<file path="config.mk">
export PLATFORM = sky130hd
export DESIGN_NAME = tsf_outq
export DESIGN_NICKNAME = d
export VERILOG_FILES = /design/src/design/tsf_pkg.sv /design/src/design/tsf_outq.sv
export SDC_FILE = /design/constraint.sdc
export NUM_CORES = 1
export LEC_CHECK = 0
export BUFFER_PORTS_ARGS = -buffer_cell sky130_fd_sc_hd__buf_4
export CAP_MARGIN = 20
export CORE_MARGIN = 2
export CORE_UTILIZATION = 52
export CTS_CLUSTER_DIAMETER = 80
export CTS_CLUSTER_SIZE = 16
export DETAILED_ROUTE_END_ITERATION = 16
export PLACE_DENSITY = 0.79
export SETUP_SLACK_MARGIN = 0.05
export SYNTH_ARGS = -nofsm -noshare
export SYNTH_HDL_FRONTEND = slang
export SYNTH_SLANG_ARGS = --single-unit
</file>
<file path="constraint.sdc">
create_clock -name i_clk -period 21.7 [get_ports i_clk]
set_clock_uncertainty 0.2 [all_clocks]
set_input_delay 2.17 -clock i_clk [delete_from_list [all_inputs] [get_ports i_clk]]
set_output_delay 2.17 -clock i_clk [all_outputs]
set_load 0.03 [all_outputs]
</file>
<file path="src/design/tsf_pkg.sv">
`timescale 1ns / 1ps
// ----------------------------------------------------------------------------
// tsf_pkg: shared types and constants of the triangle stiffness block
// Field widths of the vertex and result transactions, internal datapath
// widths, the entry index tables and the status structs between modules.
// ----------------------------------------------------------------------------
package tsf_pkg;

    // transaction field widths
    localparam int COORD_W = 32;
    localparam int K_W     = 32;

    // datapath widths: vertex differences, products, sums of two products
    localparam int DIFF_W  = COORD_W + 1;
    localparam int PROD_W  = 2 * DIFF_W;
    localparam int SUM_W   = PROD_W + 1;
    // magnitude of a sum of two products never exceeds 2^65
    localparam int MAG_W   = PROD_W;
    // divisor is twice the determinant magnitude
    localparam int DEN_W   = MAG_W + 1;
    // quotient bits kept: one beyond the result width to see clipping
    localparam int QW      = K_W + 1;

    localparam int N_ENT   = 6;

    // clipping limits for positive and negative entries
    localparam logic [QW-1:0] LIM_POS = 33'h0_7FFF_FFFF;
    localparam logic [QW-1:0] LIM_NEG = 33'h0_8000_0000;

    // row and column of each entry: k00 k01 k02 k11 k12 k22
    localparam int ENT_I [N_ENT] = '{0, 0, 0, 1, 1, 2};
    localparam int ENT_J [N_ENT] = '{0, 1, 2, 1, 2, 2};

    typedef logic signed [COORD_W-1:0] t_coord;
    typedef logic signed [DIFF_W-1:0]  t_diff;
    typedef logic signed [PROD_W-1:0]  t_prod;
    typedef logic signed [SUM_W-1:0]   t_sum;
    typedef logic        [MAG_W-1:0]   t_mag;
    typedef logic signed [K_W-1:0]     t_k;

    typedef struct packed {
        t_coord v0x;
        t_coord v0y;
        t_coord v1x;
        t_coord v1y;
        t_coord v2x;
        t_coord v2y;
    } t_tri;

    // control travelling into one divider lane
    typedef struct packed {
        logic vld;
        logic degen;
        logic neg;
    } t_div_ctl;

    // status leaving one divider lane
    typedef struct packed {
        logic vld;
        logic degen;
        logic sat;
    } t_div_sts;

    typedef struct packed {
        t_k   k00;
        t_k   k01;
        t_k   k02;
        t_k   k11;
        t_k   k12;
        t_k   k22;
        logic degenerate;
        logic saturated;
    } t_result;

endpackage

</file>
<file path="src/design/tsf_outq.sv">
`timescale 1ns / 1ps
// ----------------------------------------------------------------------------
// tsf_outq: two-entry output queue
// Head register drives the output channel, a skid register catches the
// transaction that arrives while the head waits.
// ----------------------------------------------------------------------------
module tsf_outq import tsf_pkg::*; (
    input  logic    i_clk,
    input  logic    i_rst_n,
    input  logic    i_push,
    input  t_result i_data,
    output logic    o_room,
    output logic    o_valid,
    output t_result o_data,
    input  logic    i_ready
);

    localparam logic [1:0] CNT_EMPTY = 2'd0;
    localparam logic [1:0] CNT_ONE   = 2'd1;
    localparam logic [1:0] CNT_FULL  = 2'd2;

    logic [1:0] r_cnt;
    logic [1:0] n_cnt;
    t_result    r_head;
    t_result    r_skid;
    logic       w_pop;

    assign w_pop = (r_cnt != CNT_EMPTY) && i_ready;
    assign n_cnt = r_cnt + 2'(i_push) - 2'(w_pop);

    always_ff @(posedge i_clk) begin
        if (!i_rst_n) begin
            r_cnt <= CNT_EMPTY;
        end else begin
            r_cnt <= n_cnt;
        end
    end

    // fill the head when it frees up, else park in the skid register
    always_ff @(posedge i_clk) begin
        if (i_push && ((r_cnt == CNT_EMPTY) || ((r_cnt == CNT_ONE) && w_pop))) begin
            r_head <= i_data;
        end else if (w_pop && (r_cnt == CNT_FULL)) begin
            r_head <= r_skid;
        end
        if (i_push && (r_cnt == CNT_ONE) && !w_pop) begin
            r_skid <= i_data;
        end
    end

    assign o_room  = (r_cnt != CNT_FULL);
    assign o_valid = (r_cnt != CNT_EMPTY);
    assign o_data  = r_head;

endmodule

</file>
==> results of run 1 <==
flip-flops by register name, indices dropped and copies added, names as in the netlist:
signal  cells
r_skid    194
r_cnt       2
o_data    194
worst max-delay path: cells and delay by family:
| family | cells | cell delay [ns] |
|---|---|---|
| simple gates | 2 | 0.39 |
| buf+inv | 4 | 2.41 |
routing by layer:
layer	GRT usage (%)	routed length [um]	up-vias
met2	33.2	14400	294
met3	6.16	2640	64
li1	-	-	3288
met4	7.73	1180	0
met5	0	0	-
met1	23.2	10800	3600
report_power, final:
group | internal (uW) | switching, uW
logic | 85.0 | 128
clock network | 244 | 236
registers | 882 | 11.5
total | 1210 | 376
cell families after synthesis:
group | count (synthesis) | share of synthesized area, %
fa+ha+maj | 1 | 0.0881
buf+inv | 22 | 1.52
mux | 195 | 15.5
flops | 390 | 82.3
simple gates | 11 | 0.555
compound gates | 1 | 0.0352
final cells by class:
class	instances	area, um^2	share of cell area, %
Multi-Input combinational cell	208	2300	12.7
Clock buffer	40	767	4.21
Antenna cell	1	2.50	0.0137
Sequential cell	390	11700	64.2
Clock inverter	1	11.3	0.0618
Timing Repair Buffer	400	3000	16.5
Tap cell	341	427	2.34
Inverter	1	3.75	0.0206
placed cells by master (no fill, tap or decap), types with 2 or more instances in the layout:
cell	Yosys	final
dfxtp_1	2	2
mux2_1	149	149
clkbuf_1	0	11
nand2_1	3	2
nand2b_1	2	2
edfxtp_1	388	388
or2_2	2	2
clkbuf_16	0	29
buf_4	0	400
mux2_2	45	45
worst paths after layout:
kind	slack, ns	depth (start not counted)	endpoint	startpoint
min reg2reg	0.33	1	o_data[172]$_DFFE_PP_	r_skid[172]$_DFFE_PP_
min	0.33	1	o_data[172]$_DFFE_PP_	r_skid[172]$_DFFE_PP_
max reg2reg	17.95	4	o_data[4]$_DFFE_PP_	r_cnt[0]$_SDFF_PN0_
max	16.53	6	r_skid[132]$_DFFE_PP_	i_ready
stage by stage:
stage | utilization (%) | area, um^2 | instances
final | 67.8 | 18200 | 1382
after global routing | 67.7 | 18200 | 1381
after CTS | 67.7 | 18200 | 1381
after detailed placement | 64.8 | 17400 | 1340
after global placement | 64.8 | 17400 | 1340
after floorplan | - | 14200 | 620
==> run metrics, run 1 <==
Synth async-reset ratio=0%; clock root buffer master=clkbuf_16; setup total negative slack=0 ns; Commonest cells post-synth=edfxtp_1 (388), mux2_1 (149), mux2_2 (45); pin count of the biggest net entering global routing=76; number of synthesized flops with an enable pin=388; Pwr Total=1590 uW; slew margin rel.=28.5%; Clk Latency, worst-skew pair=0.55 ns; total number of vias=7,246; Ys Warns=0; Die X=169 um; Boundary Pins=394; Crit path top cell by count=buf_4; hold slack=0.334 ns; DRT Wirelength=29.1 mm; Worst Tran Pin Value=1.07 ns; pwr dens=87.1 nW/um^2; Final Cycle Share=23.8%; H-tree depth=1; status=finished, final reports clean; Syn Inst Count=620; Max-cap violations=0; Initial DRT Pass Iterations=4; top_reg_cell synth=edfxtp_1; Filler Cells Inserted=1,781; Tightest Hold Check Type=reg -> reg; initial core utilization=52.8%; P_leak=0.00680 uW; CP required=21.67 ns; top cell type's share of synthesized area=82.1%; slowest CP cell=buf_4; time the worst path needs with I/O delays and setup=5.17 ns; maximum VDD drop=0.0000708 V; critical path type=in -> reg; Overflow after GRT=0; global-route wire length before repair=42.6 mm; Max FO, Critical Path=74; drt wl/cell=21.0 um; Final setup viols=0; Arrival @ worst endpoint=5.14 ns; Worst-path clk slew=0.07 ns; worst path cell trace=buf_4 -> nand2b_2 -> nor3b_2 -> buf_4 -> buf_4 -> buf_4; top post-synthesis cells by area=edfxtp_1 (82%), mux2_1 (12%), mux2_2 (3.6%), buf_6 (1.3%), dfxtp_1 (0.28%); Final Max Slew Viols=0; Max clock buf depth=3; Core Area=26,900 um^2; Distinct cells, synth=17; initial DRC count=488; placed wire-length estimate=19.8 mm; drt drc=0; CTS resizes=0; Crit. End Element=flip-flop; PortBufs=393; dominant cell type by area after synthesis=edfxtp_1; Final ANT Viol Nets=0; syn_area_per_cell=22.9 um^2; Post-CTS Repair Setup Buffers=0; gr usage total=19.5%; #FFs+latches synth=390; die height=169 um; pre-CTS setup slack=15.84 ns; setup ws final=16.53 ns; drt via density=5.24; CTS Sinks=390; maximum clock frequency=193 MHz; gpl congestion=0.806; P&R area growth vs syn=28.3%; hold buffer count at CTS=0; crit start category=primary input; vias in the first global route=7,543; Die ar.=28,600 um^2; initial antenna violation count=1; slowest stage delay, CP=0.89 ns; nets=1,228; CTS tree=done; proportion of layout cells with a drive suffix above 1=46.3%; Seq/Total Area, Yosys=82.3%; total CTS buffers=28; top-count cell post-synth=edfxtp_1; Rows=60; unrepaired setup endpoints after global routing=no; final hold vios=0; syn_nets=819; Post-Syn Area=14,200 um^2
No activity file was read; power rests on OpenSTA's default activity.
==> run 2, diff against run 1 <==
- clock period: 21.7 -> 4.9 ns (I/O delays scaled with it)
==> run 2 against run 1 <==
Net effect: clock-buffer cell count is the same; setup slack lost 14 ns; sequential power grew to 4.4 times the previous value; die area is the same; combinational power grew to 5.2 times the previous value; cell area grew 11%; global-route usage grew 3.1 points; sequential share of layout area shrank 6.5 points; highest routed layer unchanged.
==> run metrics, run 2 (same netlist as run 1, synthesis figures left out) <==
Max clock buf depth=3 (unchanged); initial DRC count=584 (+20%); Tightest Hold Check Type=in -> reg; gpl congestion=0.831 (+3.1%); initial antenna violation count=4 (+3); Boundary Pins=394 (unchanged); DRT Wirelength=33.3 mm (+15%); status=finished, final reports clean; Clk Latency, worst-skew pair=0.54 ns (about the same); Max-cap violations=0 (unchanged); time the worst path needs with I/O delays and setup=2.70 ns; Crit. End Element=flip-flop; unrepaired setup endpoints after global routing=no; Final Util=75.4% (+7.6 points); r2r endpoint=o_data[23]$_DFFE_PP_; P&R area growth vs syn=42.7%; drt wl/cell=21.0 um (about the same); Filler Cells Inserted=1,419 (-20%); clock share of power=29.6% (-0.7 points); CP required=4.93 ns (-16.74 ns); Net Switching=1730 uW (+360%); slowest CP cell=nand2_8; global-route wire length before repair=49.3 mm (+16%); Net Sw Frac=24.0% (+0.32 points); die height=169 um (unchanged); H-tree depth=1 (unchanged); total CTS buffers=28 (unchanged); CTS tree=done; Worst Tran Pin Value=0.760 ns (-0.312 ns); min-delay src=i_push; Internal Power=5470 uW (+350%); R2R Setup Slk=2.20 ns (-15.75 ns); CTS resizes=0 (unchanged); Initial DRT Pass Iterations=5 (+1); nets=1,426 (+16%); Die ar.=28,600 um^2 (unchanged); PortBufs=393 (unchanged); logic gate share of total power=15.3% (+1.9 points); final cell count without fillers=1,583 (+15%); commonest cells after routing, fill and taps aside=buf_4 (399), edfxtp_1 (388), dlygate4sd3_1 (195); setup ws final=2.20 ns (-14.32 ns); placed wire-length estimate=19.6 mm (-0.97%); Die X=169 um (unchanged); CP delay by family, top=simple AND/OR/NAND/NOR gates; drt via density=5.13 (-2.1%); Overflow after GRT=0 (unchanged); maximum VDD drop=0.000377 V (+430%); pwr dens=355 nW/um^2 (+310%); vias in the first global route=8,775 (+16%); critical path type=reg -> reg; Final ANT Viol Nets=0 (unchanged); pin count of the biggest net entering global routing=110 (+45%); P_leak=0.00765 uW (+13%); pre-CTS setup slack=1.88 ns (-13.96 ns); Max FO, Critical Path=90 (+22%); clock root buffer master=clkbuf_16; Final setup viols=0 (unchanged); Rows=60 (unchanged); maximum clock frequency=371 MHz; slew margin rel.=49.3% (+21 points); Worst R2R Start=r_cnt[0]$_SDFF_PN0_; crit start category=flip-flop; proportion of layout cells with a drive suffix above 1=39.1% (-7.2 points); Final Max Slew Viols=0 (unchanged); gr usage total=22.6% (+3.1 points); Final Cycle Share=55.0%; slowest stage delay, CP=0.79 ns (-0.10 ns); sequential power share=55.1% (-1.2 points); CTS Sinks=390 (unchanged); placed insts=1,343 (+0.22%); Worst-path clk slew=0.07 ns (about the same); drt drc=0 (unchanged); r2r worst-path depth=4 (unchanged); Arrival @ worst endpoint=2.73 ns (-2.41 ns); Worst Path Buf+Inv=1 (-3); hold path depth=3 (+2); Core Area=26,900 um^2 (unchanged); final hold vios=0 (unchanged); Worst Hold End=r_cnt[0]$_SDFF_PN0_; most common cell after layout, fill and taps aside=buf_4; total number of vias=8,123 (+12%); worst path cell trace=nand2b_4 -> nand3b_4 -> nand2_8 -> buf_4; initial core utilization=52.8% (unchanged)
-- run 2: changes by cell type in the layout (fill, tap and decap cells not counted), sizes merged --
| cell | delta |
|---|---|
| buf | +3 |
| diode | +3 |
| dlygate4sd3 | +195 |
-- run 2: worst max-delay path by stage --
stage | slack, ns | cells past startpoint | to | start
final | 2.20 | 4 | o_data[23]$_DFFE_PP_ | r_cnt[0]$_SDFF_PN0_
after global routing | 2.09 | 4 | o_data[90]$_DFFE_PP_ | r_cnt[0]$_SDFF_PN0_
after CTS | 2.16 | 3 | o_data[27]$_DFFE_PP_ | r_cnt[1]$_SDFF_PN0_
after detailed placement | 1.88 | 5 | o_data[20]$_DFFE_PP_ | i_ready
after global placement | 1.93 | 5 | o_data[38]$_DFFE_PP_ | i_ready
after floorplan | -1.28 | 2 | r_skid[0]$_DFFE_PP_ | i_ready
-- run 2: tightest hold or removal path, delay by kind of cell --
kind,cells,cell delay [ns]
fa+ha+maj,1,0.12
buf+inv,1,0.11
simple gates,1,0.11
-- run 2: layout make-up --
cell class / count / area [um^2] / area share (%)
multi-input combinational: 208 / 2320 / 11.5
clock buffer: 40 / 767 / 3.79
clock inverter: 1 / 11.3 / 0.0556
tap: 341 / 427 / 2.11
timing repair buffer: 598 / 5030 / 24.8
inverter: 1 / 3.75 / 0.0185
sequential: 390 / 11700 / 57.7
antenna: 4 / 10.0 / 0.0494
-- run 2: stage by stage --
stage | instance area (um^2) | setup TNS [ns] | hold slack, ns | total power (uW)
global placement | 17500 | 0 | 0.310 | 4970
finish | 20300 | 0 | 0.114 | 7200
detailed placement | 17500 | 0 | 0.318 | 4990
CTS | 20300 | 0 | 0.102 | 7220
floorplan | 14200 | -248.49 | 0.308 | 4580
global route | 20300 | 0 | 0.118 | 7410
-- run 2: layer usage --
metal	track usage, %	vias to the layer above	share of wire (%)
li1	-	3680	-
met1	25.6	4006	36
met2	40.7	354	52
met3	6.02	83	7.6
met4	8.92	0	4.1
met5	0	-	0
-- run 2: power by group through the flow --
| stage | clock [uW] | sequential [uW] | combinational, uW |
|---|---|---|---|
| global placement | 0 | 4020 | 945 |
| detailed placement | 0 | 4030 | 962 |
| floorplan | 0 | 4330 | 255 |
| CTS | 2170 | 3960 | 1100 |
| finish | 2130 | 3960 | 1100 |
| global route | 2280 | 3980 | 1150 |
-- run 2: what timing repair did --
item                       in CTS  in global routing
hold endpoints to repair      195                  0
buffers inserted                0                  0
setup endpoints to repair       0                  0
hold buffers                  195                  0
